### config.mk
export PLATFORM = sky130hd
export DESIGN_NAME = trapezoid_step_profile_tick
export DESIGN_NICKNAME = d
export VERILOG_FILES = /design/src/sv/tsp_pkg.sv /design/src/sv/trapezoid_step_profile_tick.sv /design/src/sv/tsp_div.sv /design/src/sv/tsp_ctrl.sv /design/src/sv/tsp_dp.sv
export SDC_FILE = /design/constraint.sdc
export NUM_CORES = 2
export LEC_CHECK = 0
export BUFFER_PORTS_ARGS = -buffer_cell sky130_fd_sc_hd__buf_2
export CAP_MARGIN = 20
export CELL_PAD_IN_SITES_DETAIL_PLACEMENT = 0
export CELL_PAD_IN_SITES_GLOBAL_PLACEMENT = 1
export CORE_AREA = 4 4 284 286
export DETAILED_ROUTE_END_ITERATION = 10
export DIE_AREA = 0 0 288 290
export GPL_ROUTABILITY_DRIVEN = 0
export PLACE_DENSITY_LB_ADDON = 0.1
export SLEW_MARGIN = 25
export SYNTH_ARGS = -nofsm -noshare
export SYNTH_HDL_FRONTEND = slang
export SYNTH_HIERARCHICAL = 1
export SYNTH_SLANG_ARGS = --single-unit
### constraint.sdc
create_clock -name i_clk -period 8.4 [get_ports i_clk]
set_input_delay 1.26 -clock i_clk [delete_from_list [all_inputs] [get_ports i_clk]]
set_output_delay 1.26 -clock i_clk [all_outputs]
set_load 0.05 [all_outputs]
### src/sv/tsp_pkg.sv
// Shared types, codes and helpers for the trapezoid step profile generator.
// No dependencies; used by every module of the block except tsp_div.
package tsp_pkg;

    // Operation codes carried on the input tuser
    localparam logic [1:0] OP_TICK = 2'd0;
    localparam logic [1:0] OP_PLAN = 2'd1;
    localparam logic [1:0] OP_SET  = 2'd2;

    // Configuration register indexes
    localparam int unsigned CFG_IDX_W = 3;
    localparam logic [CFG_IDX_W-1:0] REG_FRAME_PERIOD = 3'd0;
    localparam logic [CFG_IDX_W-1:0] REG_RUN_POWER    = 3'd1;
    localparam logic [CFG_IDX_W-1:0] REG_STOP_POWER   = 3'd2;
    localparam logic [CFG_IDX_W-1:0] REG_CUT_OFF      = 3'd3;
    localparam logic [CFG_IDX_W-1:0] REG_REVERSE      = 3'd4;
    localparam logic [CFG_IDX_W-1:0] REG_USTEP_MODE   = 3'd5;
    localparam int unsigned CFG_DATA_W = 16;

    // Configuration reset values
    localparam logic [15:0] RST_FRAME_PERIOD = 16'd13333;
    localparam logic [6:0]  RST_RUN_POWER    = 7'd100;
    localparam logic [6:0]  RST_STOP_POWER   = 7'd60;

    // Stop sequence phases
    localparam logic [1:0] PH_ARMED   = 2'd0;
    localparam logic [1:0] PH_STOPPED = 2'd1;
    localparam logic [1:0] PH_DONE    = 2'd2;

    // Input word layout (tdata), lowest bit first
    localparam int unsigned IN_TDATA_W   = 168;
    localparam int unsigned IN_TARGET_LO = 0;
    localparam int unsigned IN_ACCEND_LO = 32;
    localparam int unsigned IN_DECST_LO  = 64;
    localparam int unsigned IN_CRUISE_LO = 96;
    localparam int unsigned IN_AINC_LO   = 104;
    localparam int unsigned IN_DDEC_LO   = 113;
    localparam int unsigned IN_FREM_LO   = 121;
    localparam int unsigned IN_FWD_BIT   = 130;
    localparam int unsigned IN_NEWPOS_LO = 131;
    localparam int unsigned IN_TUSER_W   = 2;

    // Output word layout (tdata), lowest bit first
    localparam int unsigned OUT_TDATA_W = 88;

    // Controller states
    typedef enum logic [2:0] {
        S_IDLE,
        S_CMP,
        S_EXEC,
        S_DIVGO,
        S_DIV,
        S_OUT
    } t_state;

    // Controller to datapath commands
    typedef struct packed {
        logic capture;
        logic compare;
        logic exec;
        logic div_start;
        logic out_load;
    } t_cmd;

    // Datapath to controller status
    typedef struct packed {
        logic need_div;
        logic div_done;
        logic out_free;
    } t_sts;

    // Peak pulse byte: 64*percent/100, percent clamped to 100.
    // 2622/4096 approximates 0.64 closely enough to floor exactly up to 100.
    function automatic logic [7:0] pulse_byte(input logic [6:0] per);
        logic [6:0]  pc;
        logic [18:0] prod;
        pc   = (per > 7'd100) ? 7'd100 : per;
        prod = 19'(pc) * 19'd2622;
        return {1'b0, prod[18:12]};
    endfunction

endpackage

### src/sv/trapezoid_step_profile_tick.sv
// Top level of the trapezoid step profile generator for one stepper motor.
// Depends on tsp_pkg; instantiates tsp_ctrl and tsp_dp (which holds tsp_div).
//
//  channel  | direction | signals                         | content
//  ---------+-----------+---------------------------------+-------------------------------
//  s_axis   | in        | tvalid tready tdata[167:0] tuser| plan / set / frame tick word
//  m_axis   | out       | tvalid tready tdata[87:0]       | driver update word per item
//  cfg      | in        | i_cfg_we i_cfg_idx i_cfg_data   | register write, no read-back
//
// One item at a time: after accept the controller passes the compare, execute and divide-start
// states to the output state and back to idle before the next word is taken; when a step period
// is computed it also waits for the bit-serial divider to finish.
// A result waits in the output register while the next word is accepted.
// Reset is synchronous, active low; control, profile and config registers return to defaults.
// A stalled m_axis holds the finished word; the item after it waits before delivery.
module trapezoid_step_profile_tick (
    input  logic                               i_clk,
    input  logic                               i_rst_n,
    // fields low to high: target_position[31:0], accel_end_position[63:32],
    // decel_start_position[95:64], cruise_speed[103:96], accel_increment[112:104],
    // decel_decrement[120:113], final_remainder[129:121], move_forward[130],
    // new_position[162:131], zero fill[167:163]
    input  logic [tsp_pkg::IN_TDATA_W-1:0]     s_axis_tdata,
    // fields: operation[1:0]
    input  logic [tsp_pkg::IN_TUSER_W-1:0]     s_axis_tuser,
    input  logic                               s_axis_tvalid,
    output logic                               s_axis_tready,
    // fields low to high: run_update[0], run_word[16:1], steps_interval[32:17],
    // power_update[33], pulse_word[49:34], stop_request[50], moving[51],
    // position_now[83:52], zero fill[87:84]
    output logic [tsp_pkg::OUT_TDATA_W-1:0]    m_axis_tdata,
    output logic                               m_axis_tvalid,
    input  logic                               m_axis_tready,
    input  logic                               i_cfg_we,
    input  logic [tsp_pkg::CFG_IDX_W-1:0]      i_cfg_idx,
    input  logic [tsp_pkg::CFG_DATA_W-1:0]     i_cfg_data
);
    import tsp_pkg::*;

    t_cmd w_cmd;
    t_sts w_sts;

    tsp_ctrl u_ctrl (
        .i_clk      (i_clk),
        .i_rst_n    (i_rst_n),
        .i_in_valid (s_axis_tvalid),
        .o_in_ready (s_axis_tready),
        .o_cmd      (w_cmd),
        .i_sts      (w_sts)
    );

    tsp_dp u_dp (
        .i_clk       (i_clk),
        .i_rst_n     (i_rst_n),
        .i_cmd       (w_cmd),
        .o_sts       (w_sts),
        .i_cfg_we    (i_cfg_we),
        .i_cfg_idx   (i_cfg_idx),
        .i_cfg_data  (i_cfg_data),
        .i_in_user   (s_axis_tuser),
        .i_in_data   (s_axis_tdata),
        .i_out_ready (m_axis_tready),
        .o_out_valid (m_axis_tvalid),
        .o_out_data  (m_axis_tdata)
    );

endmodule

### src/sv/tsp_div.sv
// Iterative restoring divider, one quotient bit per cycle.
// Used by tsp_dp for the step period; no package dependency.
module tsp_div (
    input  logic        i_clk,
    input  logic        i_rst_n,
    input  logic        i_start,
    input  logic [15:0] i_dividend,
    input  logic [7:0]  i_divisor,
    output logic [15:0] o_quotient,
    output logic        o_done
);

    logic [15:0] r_quo;
    logic [7:0]  r_rem;
    logic [7:0]  r_dvs;
    logic [3:0]  r_cnt;
    logic        r_busy;
    logic        r_done;

    logic [8:0]  w_trial;
    logic [8:0]  w_diff;
    logic        w_ge;

    // shift in next dividend bit and try the subtract
    assign w_trial = {r_rem, r_quo[15]};
    assign w_diff  = w_trial - {1'b0, r_dvs};
    assign w_ge    = (w_trial >= {1'b0, r_dvs});

    always_ff @(posedge i_clk) begin
        if (!i_rst_n) begin
            r_busy <= 1'b0;
            r_done <= 1'b0;
            r_cnt  <= '0;
        end else begin
            r_done <= 1'b0;
            if (i_start) begin
                r_busy <= 1'b1;
                r_cnt  <= '0;
            end else if (r_busy) begin
                r_cnt <= r_cnt + 4'd1;
                if (r_cnt == 4'd15) begin
                    r_busy <= 1'b0;
                    r_done <= 1'b1;
                end
            end
        end
    end

    // payload: quotient shifts in from the right as dividend bits leave
    always_ff @(posedge i_clk) begin
        if (i_start) begin
            r_quo <= i_dividend;
            r_rem <= '0;
            r_dvs <= i_divisor;
        end else if (r_busy) begin
            r_quo <= {r_quo[14:0], w_ge};
            r_rem <= w_ge ? w_diff[7:0] : w_trial[7:0];
        end
    end

    assign o_quotient = r_quo;
    assign o_done     = r_done;

endmodule

### src/sv/tsp_ctrl.sv
// Sequencing state machine: accept, compare, execute, divide, deliver.
// Depends on tsp_pkg for the state type and command/status structs.
module tsp_ctrl (
    input  logic          i_clk,
    input  logic          i_rst_n,
    input  logic          i_in_valid,
    output logic          o_in_ready,
    output tsp_pkg::t_cmd o_cmd,
    input  tsp_pkg::t_sts i_sts
);
    import tsp_pkg::*;

    t_state r_state;
    t_state n_state;

    always_ff @(posedge i_clk) begin
        if (!i_rst_n) begin
            r_state <= S_IDLE;
        end else begin
            r_state <= n_state;
        end
    end

    // next state and commands
    always_comb begin
        n_state    = r_state;
        o_cmd      = '0;
        o_in_ready = 1'b0;
        case (r_state)
            S_IDLE: begin
                o_in_ready = 1'b1;
                if (i_in_valid) begin
                    o_cmd.capture = 1'b1;
                    n_state       = S_CMP;
                end
            end
            S_CMP: begin
                o_cmd.compare = 1'b1;
                n_state       = S_EXEC;
            end
            S_EXEC: begin
                o_cmd.exec = 1'b1;
                n_state    = S_DIVGO;
            end
            S_DIVGO: begin
                if (i_sts.need_div) begin
                    o_cmd.div_start = 1'b1;
                    n_state         = S_DIV;
                end else begin
                    n_state = S_OUT;
                end
            end
            S_DIV: begin
                if (i_sts.div_done) begin
                    n_state = S_OUT;
                end
            end
            S_OUT: begin
                if (i_sts.out_free) begin
                    o_cmd.out_load = 1'b1;
                    n_state        = S_IDLE;
                end
            end
            default: begin
                n_state = S_IDLE;
            end
        endcase
    end

endmodule

### src/sv/tsp_dp.sv
// Datapath: configuration, profile state, tick arithmetic and output register.
// Depends on tsp_pkg and instantiates tsp_div for the step period.
module tsp_dp (
    input  logic                                i_clk,
    input  logic                                i_rst_n,
    input  tsp_pkg::t_cmd                       i_cmd,
    output tsp_pkg::t_sts                       o_sts,
    input  logic                                i_cfg_we,
    input  logic [tsp_pkg::CFG_IDX_W-1:0]       i_cfg_idx,
    input  logic [tsp_pkg::CFG_DATA_W-1:0]      i_cfg_data,
    input  logic [tsp_pkg::IN_TUSER_W-1:0]      i_in_user,
    input  logic [tsp_pkg::IN_TDATA_W-1:0]      i_in_data,
    input  logic                                i_out_ready,
    output logic                                o_out_valid,
    output logic [tsp_pkg::OUT_TDATA_W-1:0]     o_out_data
);
    import tsp_pkg::*;

    // configuration registers
    logic [15:0] r_frame;
    logic [6:0]  r_run_pwr;
    logic [6:0]  r_stop_pwr;
    logic        r_cut_off;
    logic        r_reverse;
    logic [1:0]  r_mode;

    always_ff @(posedge i_clk) begin
        if (!i_rst_n) begin
            r_frame    <= RST_FRAME_PERIOD;
            r_run_pwr  <= RST_RUN_POWER;
            r_stop_pwr <= RST_STOP_POWER;
            r_cut_off  <= 1'b0;
            r_reverse  <= 1'b0;
            r_mode     <= '0;
        end else if (i_cfg_we) begin
            case (i_cfg_idx)
                REG_FRAME_PERIOD: r_frame    <= i_cfg_data[15:0];
                REG_RUN_POWER:    r_run_pwr  <= i_cfg_data[6:0];
                REG_STOP_POWER:   r_stop_pwr <= i_cfg_data[6:0];
                REG_CUT_OFF:      r_cut_off  <= i_cfg_data[0];
                REG_REVERSE:      r_reverse  <= i_cfg_data[0];
                REG_USTEP_MODE:   r_mode     <= i_cfg_data[1:0];
                default: ;
            endcase
        end
    end

    // captured input word
    logic [1:0]  r_op;
    logic [31:0] r_in_target;
    logic [31:0] r_in_accend;
    logic [31:0] r_in_decst;
    logic [7:0]  r_in_cruise;
    logic [8:0]  r_in_ainc;
    logic [7:0]  r_in_ddec;
    logic [8:0]  r_in_frem;
    logic        r_in_fwd;
    logic [31:0] r_in_newpos;

    always_ff @(posedge i_clk) begin
        if (i_cmd.capture) begin
            r_op        <= i_in_user;
            r_in_target <= i_in_data[IN_TARGET_LO +: 32];
            r_in_accend <= i_in_data[IN_ACCEND_LO +: 32];
            r_in_decst  <= i_in_data[IN_DECST_LO +: 32];
            r_in_cruise <= i_in_data[IN_CRUISE_LO +: 8];
            r_in_ainc   <= i_in_data[IN_AINC_LO +: 9];
            r_in_ddec   <= i_in_data[IN_DDEC_LO +: 8];
            r_in_frem   <= i_in_data[IN_FREM_LO +: 9];
            r_in_fwd    <= i_in_data[IN_FWD_BIT];
            r_in_newpos <= i_in_data[IN_NEWPOS_LO +: 32];
        end
    end

    // profile state (speed always stays within 0..255)
    logic [31:0] r_cur;
    logic [31:0] r_goal;
    logic [31:0] r_acc_end;
    logic [31:0] r_dec_start;
    logic [7:0]  r_speed;
    logic [7:0]  r_goal_spd;
    logic [8:0]  r_acc_step;
    logic [7:0]  r_dec_step;
    logic [8:0]  r_rem;
    logic        r_fwd;
    logic [1:0]  r_phase;
    logic        r_enable;
    logic [7:0]  r_steps;
    logic [15:0] r_period;
    logic        r_need_div;

    // per item flags
    logic        r_run;
    logic        r_pw;
    logic [7:0]  r_pbyte;
    logic        r_stopreq;

    // compare stage: distances in direction of travel
    logic [32:0] w_cur33;
    logic [32:0] w_d_acc;
    logic [32:0] w_d_dec;
    logic [32:0] w_d_goal;
    logic        r_at_goal;
    logic        r_a_acc;
    logic        r_a_dec;
    logic        r_a_goal;
    logic        r_left_hi;
    logic [7:0]  r_left_lo;

    assign w_cur33  = {r_cur[31], r_cur};
    assign w_d_acc  = r_fwd ? ({r_acc_end[31], r_acc_end} - w_cur33)
                            : (w_cur33 - {r_acc_end[31], r_acc_end});
    assign w_d_dec  = r_fwd ? ({r_dec_start[31], r_dec_start} - w_cur33)
                            : (w_cur33 - {r_dec_start[31], r_dec_start});
    assign w_d_goal = r_fwd ? ({r_goal[31], r_goal} - w_cur33)
                            : (w_cur33 - {r_goal[31], r_goal});

    always_ff @(posedge i_clk) begin
        if (i_cmd.compare) begin
            r_at_goal <= (r_cur == r_goal);
            r_a_acc   <= !w_d_acc[32] && (w_d_acc != '0);
            r_a_dec   <= !w_d_dec[32] && (w_d_dec != '0);
            r_a_goal  <= !w_d_goal[32] && (w_d_goal != '0);
            r_left_hi <= |w_d_goal[31:8];
            r_left_lo <= w_d_goal[7:0];
        end
    end

    // execute stage helpers
    logic signed [9:0] w_acc_sum;
    logic signed [9:0] w_goal10;
    logic              w_ainc_pos;
    logic [7:0]        w_acc_spd;
    logic              w_s_le_rem;
    logic signed [8:0] w_dec_sub;
    logic              w_exact;
    logic [7:0]        w_dec_spd;
    logic              w_rem_over;
    logic              w_spd_over;

    always_comb begin
        w_acc_sum  = signed'({2'b00, r_speed}) + signed'({r_acc_step[8], r_acc_step});
        w_goal10   = signed'({2'b00, r_goal_spd});
        w_ainc_pos = !r_acc_step[8] && (r_acc_step != '0);
        if (w_ainc_pos) begin
            w_acc_spd = (w_acc_sum > w_goal10) ? r_goal_spd : w_acc_sum[7:0];
        end else begin
            w_acc_spd = (w_acc_sum < w_goal10) ? r_goal_spd : w_acc_sum[7:0];
        end
        w_s_le_rem = signed'({2'b00, r_speed}) <= signed'({r_rem[8], r_rem});
        w_dec_sub  = signed'({1'b0, r_speed}) - signed'({1'b0, r_dec_step});
        w_exact    = (w_dec_sub == '0) && !r_left_hi && (r_left_lo == r_dec_step);
        // speed driven below zero restarts at one
        w_dec_spd  = w_dec_sub[8] ? 8'd1 : w_dec_sub[7:0];
        w_rem_over = !r_left_hi && (r_left_lo < r_rem[7:0]);
        w_spd_over = !r_left_hi && (r_left_lo < w_dec_spd);
    end

    // next state for the item
    logic [31:0] n_cur;
    logic [31:0] n_goal;
    logic [31:0] n_acc_end;
    logic [31:0] n_dec_start;
    logic [7:0]  n_speed;
    logic [7:0]  n_goal_spd;
    logic [8:0]  n_acc_step;
    logic [7:0]  n_dec_step;
    logic [8:0]  n_rem;
    logic        n_fwd;
    logic [1:0]  n_phase;
    logic        n_enable;
    logic [7:0]  n_steps;
    logic        n_set_steps;
    logic        n_move;
    logic [7:0]  n_amt;
    logic        n_run;
    logic        n_pw;
    logic [7:0]  n_pbyte;
    logic        n_stopreq;

    always_comb begin
        n_cur       = r_cur;
        n_goal      = r_goal;
        n_acc_end   = r_acc_end;
        n_dec_start = r_dec_start;
        n_speed     = r_speed;
        n_goal_spd  = r_goal_spd;
        n_acc_step  = r_acc_step;
        n_dec_step  = r_dec_step;
        n_rem       = r_rem;
        n_fwd       = r_fwd;
        n_phase     = r_phase;
        n_enable    = r_enable;
        n_steps     = r_steps;
        n_set_steps = 1'b0;
        n_move      = 1'b0;
        n_amt       = '0;
        n_run       = 1'b0;
        n_pw        = 1'b0;
        n_pbyte     = '0;
        n_stopreq   = 1'b0;
        case (r_op)
            OP_TICK: begin
                if (!r_at_goal) begin
                    n_run = 1'b1;
                    if (r_a_acc) begin
                        // accelerate, clamped to cruise speed
                        n_speed     = w_acc_spd;
                        n_move      = 1'b1;
                        n_amt       = w_acc_spd;
                        n_steps     = w_acc_spd;
                        n_set_steps = 1'b1;
                    end else if (r_a_dec) begin
                        // cruise: no driver update
                        n_move = 1'b1;
                        n_amt  = r_speed;
                        n_run  = 1'b0;
                    end else if (r_a_goal) begin
                        if (w_s_le_rem) begin
                            // final short move
                            if (w_rem_over) begin
                                n_cur   = r_goal;
                                n_steps = r_left_lo;
                            end else begin
                                n_move  = 1'b1;
                                n_amt   = r_rem[7:0];
                                n_steps = r_rem[7:0];
                            end
                            n_set_steps = 1'b1;
                            n_rem       = '1;
                        end else if (w_exact) begin
                            // lands exactly with the last decrement
                            n_speed     = '0;
                            n_cur       = r_goal;
                            n_steps     = r_dec_step;
                            n_set_steps = 1'b1;
                            n_run       = 1'b0;
                        end else begin
                            if (w_spd_over) begin
                                n_speed = r_left_lo;
                                n_cur   = r_goal;
                                n_steps = r_left_lo;
                            end else begin
                                n_speed = w_dec_spd;
                                n_move  = 1'b1;
                                n_amt   = w_dec_spd;
                                n_steps = w_dec_spd;
                            end
                            n_set_steps = 1'b1;
                        end
                    end else begin
                        // beyond the target: halt in place
                        n_speed     = '0;
                        n_steps     = '0;
                        n_set_steps = 1'b1;
                    end
                end else begin
                    case (r_phase)
                        PH_ARMED: begin
                            n_phase     = PH_STOPPED;
                            n_speed     = '0;
                            n_steps     = '0;
                            n_set_steps = 1'b1;
                            if (r_cut_off) begin
                                n_enable = 1'b0;
                            end
                            n_pw    = 1'b1;
                            n_pbyte = pulse_byte(r_stop_pwr);
                            n_run   = 1'b1;
                        end
                        PH_STOPPED: begin
                            n_phase   = PH_DONE;
                            n_stopreq = 1'b1;
                        end
                        default: ;
                    endcase
                end
            end
            OP_PLAN: begin
                n_goal      = r_in_target;
                n_acc_end   = r_in_accend;
                n_dec_start = r_in_decst;
                n_goal_spd  = r_in_cruise;
                n_acc_step  = r_in_ainc;
                n_dec_step  = r_in_ddec;
                n_rem       = r_in_frem;
                n_fwd       = r_in_fwd;
                n_phase     = PH_ARMED;
                n_enable    = 1'b1;
                n_pw        = 1'b1;
                n_pbyte     = pulse_byte(r_run_pwr);
            end
            OP_SET: begin
                n_cur = r_in_newpos;
            end
            default: ;
        endcase
        // one shared position adder, wraps in 32 bits
        if (n_move) begin
            n_cur = r_fwd ? (r_cur + {24'd0, n_amt}) : (r_cur - {24'd0, n_amt});
        end
    end

    // divider for the step period
    logic [15:0] w_quot;
    logic        w_div_done;

    tsp_div u_div (
        .i_clk      (i_clk),
        .i_rst_n    (i_rst_n),
        .i_start    (i_cmd.div_start),
        .i_dividend (r_frame),
        .i_divisor  (r_steps),
        .o_quotient (w_quot),
        .o_done     (w_div_done)
    );

    // state update
    always_ff @(posedge i_clk) begin
        if (!i_rst_n) begin
            r_cur       <= '0;
            r_goal      <= '0;
            r_acc_end   <= '0;
            r_dec_start <= '0;
            r_speed     <= '0;
            r_goal_spd  <= '0;
            r_acc_step  <= '0;
            r_dec_step  <= '0;
            r_rem       <= '0;
            r_fwd       <= 1'b0;
            r_phase     <= PH_ARMED;
            r_enable    <= 1'b0;
            r_steps     <= '0;
            r_period    <= '0;
            r_need_div  <= 1'b0;
        end else begin
            if (i_cmd.exec) begin
                r_cur       <= n_cur;
                r_goal      <= n_goal;
                r_acc_end   <= n_acc_end;
                r_dec_start <= n_dec_start;
                r_speed     <= n_speed;
                r_goal_spd  <= n_goal_spd;
                r_acc_step  <= n_acc_step;
                r_dec_step  <= n_dec_step;
                r_rem       <= n_rem;
                r_fwd       <= n_fwd;
                r_phase     <= n_phase;
                r_enable    <= n_enable;
                r_need_div  <= n_set_steps && (n_steps != '0);
                if (n_set_steps) begin
                    r_steps <= n_steps;
                    if (n_steps == '0) begin
                        r_period <= '0;
                    end
                end
            end
            if (w_div_done) begin
                r_period <= w_quot;
            end
        end
    end

    // item flags
    always_ff @(posedge i_clk) begin
        if (i_cmd.exec) begin
            r_run     <= n_run;
            r_pw      <= n_pw;
            r_pbyte   <= n_pbyte;
            r_stopreq <= n_stopreq;
        end
    end

    // output register
    logic        r_out_valid;
    logic [OUT_TDATA_W-1:0] r_out_data;
    logic [15:0] w_run_word;
    logic [OUT_TDATA_W-1:0] w_out_word;

    assign w_run_word = {2'b00, r_mode, 1'b0, r_enable, 1'b0, r_fwd ^ r_reverse, r_steps};
    assign w_out_word = {4'd0, r_cur, (r_cur != r_goal), r_stopreq,
                         r_pbyte, r_pbyte, r_pw, r_period, w_run_word, r_run};

    always_ff @(posedge i_clk) begin
        if (!i_rst_n) begin
            r_out_valid <= 1'b0;
        end else if (i_cmd.out_load) begin
            r_out_valid <= 1'b1;
        end else if (i_out_ready) begin
            r_out_valid <= 1'b0;
        end
    end

    always_ff @(posedge i_clk) begin
        if (i_cmd.out_load) begin
            r_out_data <= w_out_word;
        end
    end

    assign o_out_valid     = r_out_valid;
    assign o_out_data      = r_out_data;
    assign o_sts.need_div  = r_need_div;
    assign o_sts.div_done  = w_div_done;
    assign o_sts.out_free  = !r_out_valid || i_out_ready;

endmodule

# [Word level (Yosys, flattened, before mapping)]
# Cells that the tools add are included.
[word_totals] register_bits=544 inputBits=194 output_inout_bits=90 wordCells=278
[classes] add_sub_neg=12 mul=2 n_lt_le_gt_ge=8 eq_ne=38 n_mux=112 bitwise_logic=3 reduce_logical=53
[op_table] cell="32-bit 2-to-1 mux" n=10
[op_table] cell="8-bit 2-to-1 mux" n=32
[op_table] cell="32-bit by 32-bit subtractor with 33-bit output" n=6
[op_table] cell="33-bit 2-to-1 mux" n=3
[op_table] cell="33-bit nonzero test" n=3
[op_table] cell="16-bit 2-to-1 mux" n=6
[op_table] cell="32-bit one-hot mux with 2 select lines" n=1
[op_table] cell="9-bit 2-to-1 mux" n=5
[op_table] cell="1-bit 2-to-1 mux" n=41
[op_table] cell="7-bit by 11-bit multiplier with 18-bit output, second input constant" n=2
[op_table] cell="32-bit by 8-bit adder with 32-bit output" n=1
[op_table] cell="32-bit == test" n=1
[op_table] cell="32-bit != test" n=1
[op_table] cell="32-bit by 8-bit subtractor with 32-bit output" n=1
[op_table] cell="24-bit OR reduction" n=1
[op_table] cell="7-bit 2-to-1 mux" n=3
[op_table] cell="3-bit one-hot mux with 6 select lines" n=1
[op_table] cell="9-bit one-hot mux with 2 select lines" n=1
[op_table] cell="2-bit AND reduction" n=9
[op_table] cell="8-bit < comparator" n=2
[op_table] cell="8-bit one-hot mux with 2 select lines" n=1
[op_table] cell="7-bit greater-than comparator, second input constant" n=2
[op_table] cell="2-bit by 1-bit != test with 1-bit output, second input constant" n=7
[op_table] cell="3-bit by 2-bit == test with 1-bit output, second input constant" n=4
[op_table] cell="45 further kinds" n=84

# [Logic depth before layout (Yosys ltp)]
[depth] ltp_word=17 depth_mapped=38 mapped_depth_nobuf=36

# [Modules after synthesis]
# The synthesis kept the hierarchy.
[by_module_without_submodules] mod="tsp_dp" instances=1 cells_per_inst=3912 area_each_um2=34255.4 seq_area_each_um2=12462.0
[by_module_without_submodules] mod="tsp_div" instances=1 cells_per_inst=179 area_each_um2=1996.9 seq_area_each_um2=1001.0
[by_module_without_submodules] mod="tsp_ctrl" instances=1 cells_per_inst=27 area_each_um2=255.2 seq_area_each_um2=60.1

# [Worst setup path after synthesis]
# OpenSTA, ideal clock, no wires.
[synth_timing] path_type="input port to flip-flop" startpoint="input m_axis_tready" endpoint="register u_dp.r_out_data[0], in the netlist u_dp/o_out_data[0] (enable)" setup_ps=604 arrival_time_ps=6693 required_time_ps=7796 setup_slack_ps=1102 path_stages=3 n_path_buf=0 path_cell_list="nand2b_1 -> nand2_1 -> nor3b_1"
[synth_rtl] item="start: declaration" line="trapezoid_step_profile_tick.sv:33" rtl="input logic m_axis_tready,"
[synth_rtl] item="end signal: assignment" line="tsp_dp.sv:396" rtl="r_out_data <= w_out_word;"
[synth_rtl] item="end: declaration" line="tsp_dp.sv:376" rtl="logic [OUT_TDATA_W-1:0] r_out_data;"

# [Worst setup path after layout]
[layout_timing] startpoint="register u_dp.r_speed[0]" endpoint="register u_dp.r_cur[30]"
[layout_via] elab_chain_len=15 word_cells_on_any_way=49 cone_classes="add/sub: 4; order compare: 4; eq/ne: 6; mux: 29; reduce/logical: 6"
[layout_rtl] item="start: declaration" line="tsp_dp.sv:80" rtl="logic [7:0] r_speed;"
[layout_rtl] item="start signal: assignment" line="tsp_dp.sv:342" rtl="r_speed <= n_speed;"
[layout_rtl] item="8-bit by 8-bit subtractor with 9-bit output" line="tsp_dp.sv:151" rtl="w_dec_sub = signed'({1'b0, r_speed}) - signed'({1'b0, r_dec_step});"
[layout_rtl] item="8-bit 2-to-1 mux" line="tsp_dp.sv:154" rtl="w_dec_spd = w_dec_sub[8] ? 8'd1 : w_dec_sub[7:0];"
[layout_rtl] item="8-bit < comparator" line="tsp_dp.sv:156" rtl="w_spd_over = !r_left_hi && (r_left_lo < w_dec_spd);"
[layout_rtl] item="1-bit logical AND" line="tsp_dp.sv:156"
[layout_rtl] item="8-bit 2-to-1 mux" line="tsp_dp.sv:239" rtl="if (w_spd_over) begin"
[layout_rtl] item="8-bit 2-to-1 mux" line="tsp_dp.sv:231" rtl="end else if (w_exact) begin"
[layout_rtl] item="8-bit 2-to-1 mux" line="tsp_dp.sv:219" rtl="if (w_s_le_rem) begin"
[layout_rtl] item="8-bit 2-to-1 mux" line="tsp_dp.sv:218" rtl="end else if (r_a_goal) begin"
[layout_rtl] item="8-bit 2-to-1 mux" line="tsp_dp.sv:213" rtl="end else if (r_a_dec) begin"
[layout_rtl] item="8-bit 2-to-1 mux" line="tsp_dp.sv:206" rtl="if (r_a_acc) begin"
[layout_rtl] item="8-bit 2-to-1 mux" line="tsp_dp.sv:204" rtl="if (!r_at_goal) begin"
[layout_rtl] item="8-bit 2-to-1 mux" line="tsp_dp.sv:202" rtl="case (r_op)"
[layout_rtl] item="32-bit by 8-bit subtractor with 32-bit output / 32-bit by 8-bit adder with 32-bit output (equally long branches)" line="tsp_dp.sv:300" rtl="n_cur = r_fwd ? (r_cur + {24'd0, n_amt}) : (r_cur - {24'd0, n_amt});"
[layout_rtl] item="32-bit 2-to-1 mux" line="tsp_dp.sv:300"
[layout_rtl] item="32-bit 2-to-1 mux" line="tsp_dp.sv:299" rtl="if (n_move) begin"
[layout_rtl] item="end signal: assignment" line="tsp_dp.sv:338" rtl="r_cur <= n_cur;"
[layout_rtl] item="end: declaration" line="tsp_dp.sv:76" rtl="logic [31:0] r_cur;"
# Several ways; a longest one is shown, not always the timed one. The select of a mux whose other input is x is not followed.
# A chain may end at the register's enable or synchronous reset.

==> results.toml <==
[global_route]
grt_pass1_vias = 30354
antenna_found_initial = 1
overflow = 0
grt_pass1_wl_um = 177400
grt_max_degree = 106
grt_util_all_layers = 0.2703

[setup_path]
cp-start-kind = "register"
slowest_delay_ps = 500
cp.arrival_ps = 8470
critical_path_class = "reg -> reg"
endpoint_kind = "register"
path_max_fanout = 10
cp.required_ps = 8920
cp_slowest_cell = "fa_1"
ff2ff_setup_slack_ps = 450

[routing]
drc_errors = 0
vias = 31356
viasPerCell = 5.843
drt-initial-drc-count = 2181
first_pass_iters = 5
wire_per_inst_um = 21.80
drtAntennaViolNets = 0
wl_um = 117000

[placement]
place_inst = 5256
preCtsSetupSlack_ps = 349.7
portBuffers = 268
dp_hpwl_um = 91210

[yosys]
synth-seq-cells = 534
synth-edff-count = 283
synth.area.top_cells = "edfxtp_1 23%, dfxtp_1 14%, ha_1 13%, a21oi_1 6.3%, nand2_1 5.5%"
synth_area_sq_um = 36510
yosysTopAreaCell = "edfxtp_1"
synth.avg_cell_area_sq_um = 8.865
seq_area_frac_synth = 0.3704
ys.flop_type = "edfxtp_1"
yosys_warnings = 6
yosysMostFrequentCell = "nand2_1"
synth_cells = 4118
postSynth.asyncResetShare = 0
synthDistinctLibCells = 105
yosys.area.top_type_share = 0.2328
synth_commonest_cells = "535 x nand2_1, 457 x a21oi_1, 378 x ha_1, 283 x edfxtp_1, 283 x inv_1"

[floorplanning]
dieArea_sq_um = 83520
die_x_um = 288
core_area_sq_um = 78360
die_y_um = 290
start_util = 0.4659
ios = 284
rows = 103

[clock_tree]
h-tree-depth = 2
cts_hold_buffers = 0
clock-root-buffer = "clkbuf_16"
numCtsBuffers = 58
clkSlewWorstSetupHoldPaths_ps = 60
cts_resized = 0
clock_sinks = 534
post_cts_buffers = 0
clk_path_buf_depth = 3
cts_tree = "yes"
clk_latency_ps = 650

[pwr]
power.share.clock = 0.285
ir_drop_v = 0.0001806
leakagePower_nw = 17.18
p_switching_mw = 3.593
p_per_area_nw_per_um2 = 234.8
comb_power_share = 0.375
p_seq_frac = 0.341
swShare = 0.3760
p_int_mw = 5.962

[layout]
syn_to_final_growth_pct = 11.46
num_antenna_cells = 0
final_core_util = 0.5193
seq_area_sq_um = 13530
layout.nets = 4872
drive_gt1_frac = 0.1156
multi_input_area_sq_um = 21040
nFillCells = 7626
final_cells = 5366

[timing]
timing.final.crit_share = 0.9461
slew_viol_final = 0
layout_setup_ws_ps = 452.9
slew_headroom = 0.3354
period_needed_ps = 7947
max_slew.worst_pin.slew_ps = 996.9
clock-skew-final_ps = 56.88
hold_viol = 0
holdWs_ps = 419.6
setup_viol = 0
timing.setup.tns_ps = 0
fmax_mhz = 125.8
rsz0062_at_grt = "false"

[min_path]
hold_class = "reg -> reg"

[outcome]
status = "completed"

[job]
drv_cap = 0
-- power by group through the flow --
stage,Combinational [mW],Clock [mW],Sequential [mW]
5_1_grt,3.90,2.89,3.27
6_report,3.58,2.72,3.26
3_3_place_gp,3.50,0,3.30
3_5_place_dp,3.50,0,3.31
2_1_floorplan,2.56,0,3.21
4_1_cts,3.52,2.79,3.25
-- state kept, by name (all words and copies together) (netlist names), 32 cells and up --
| register | flops |
|---|---|
| u_dp/o_out_data | 71 |
| u_dp/r_acc_end | 32 |
| u_dp/r_cur | 32 |
| u_dp/r_dec_start | 32 |
| u_dp/r_goal | 32 |
| u_dp/r_in_accend | 32 |
| u_dp/r_in_decst | 32 |
| u_dp/r_in_newpos | 32 |
| u_dp/r_in_target | 32 |
-- worst max-delay path, delay by kind of cell, from the launching register on --
family | cells | cell delay, ps
AO/OA/AOI/OAI | 18 | 4080
XOR/XNOR | 1 | 210
adder cells (fa/ha/maj) | 5 | 1780
buffers and inverters | 1 | 240
flip-flops | 1 | 340
multiplexers | 1 | 380
AND/OR/NAND/NOR | 4 | 780
-- layout by cell type, fill, tap and decap left out, types with 14 or more instances in the layout --
cell type,netlist,final
nand2b_1,33,32
xor2_1,50,50
a211o_1,14,14
o211ai_1,78,78
o31ai_1,29,28
o22ai_1,19,19
fa_1,34,34
xnor2_1,62,62
o221ai_1,19,19
a21oi_1,457,455
nor2b_1,37,35
edfxtp_1,283,283
nor2_1,249,249
or3_1,21,21
buf_2,17,268
ha_1,378,377
a22oi_1,20,20
and3_1,24,24
o21ai_0,169,168
nor3_1,60,60
nand3_1,67,67
mux2i_1,58,55
dfxtp_1,251,250
a21o_1,114,114
nand4_1,70,70
mux2_2,26,26
o21a_1,23,23
nand2_1,535,534
a22o_1,20,20
a211oi_1,61,60
and2_1,25,23
inv_1,283,282
a31oi_1,46,45
clkbuf_16,0,60
buf_4,20,41
o21bai_1,53,53
nor4_1,19,19
-- kinds of logic after synthesis --
| logic type | share of synthesized area |
|---|---|
| AND/OR/NAND/NOR | 0.1506 |
| adder cells (fa/ha/maj) | 0.1482 |
| AO/OA/AOI/OAI | 0.2229 |
| buffers and inverters | 0.05699 |
| multiplexers | 0.02392 |
| flip-flops | 0.3704 |
| other | 0.0001027 |
| XOR/XNOR | 0.02687 |
-- area by class of cell --
| cell class | count | area share |
|---|---|---|
| sequential | 534 | 0.3324 |
| multi-input combinational | 3077 | 0.5170 |
| tap | 1050 | 0.03229 |
| clock buffer | 76 | 0.04010 |
| inverter | 285 | 0.02641 |
| timing repair buffer | 310 | 0.04102 |
| clock inverter | 34 | 0.01079 |
-- routing by layer --
| layer | global-route usage | wire (um) | share of wire | up-vias |
|---|---|---|---|---|
| li1 | - | - | - | 15199 |
| met1 | 0.3454 | 48680 | 0.42 | 15003 |
| met2 | 0.4651 | 56880 | 0.49 | 922 |
| met3 | 0.03126 | 6085 | 0.052 | 230 |
| met4 | 0.1085 | 5293 | 0.045 | 2 |
| met5 | 0 | 13 | 0.00011 | - |
-- metrics by stage --
stage                     instance area (sq um)  total power [mW]
final                                     40690             9.554
after floorplan                           36540             5.775
after CTS                                 40650             9.562
after global placement                    38570             6.808
after detailed placement                  38580             6.803
after global routing                      40690             10.07
-- worst paths after layout --
check,endpoint,depth (start not counted),from
max reg2reg,u_dp/r_cur[30],30,u_dp/r_speed[0]
max,u_dp/r_cur[30],30,u_dp/r_speed[0]
min reg2reg,u_dp/o_out_data[0],0,u_dp/r_run
min,u_dp/o_out_data[0],0,u_dp/r_run
Power figures use the tool's default switching activity.
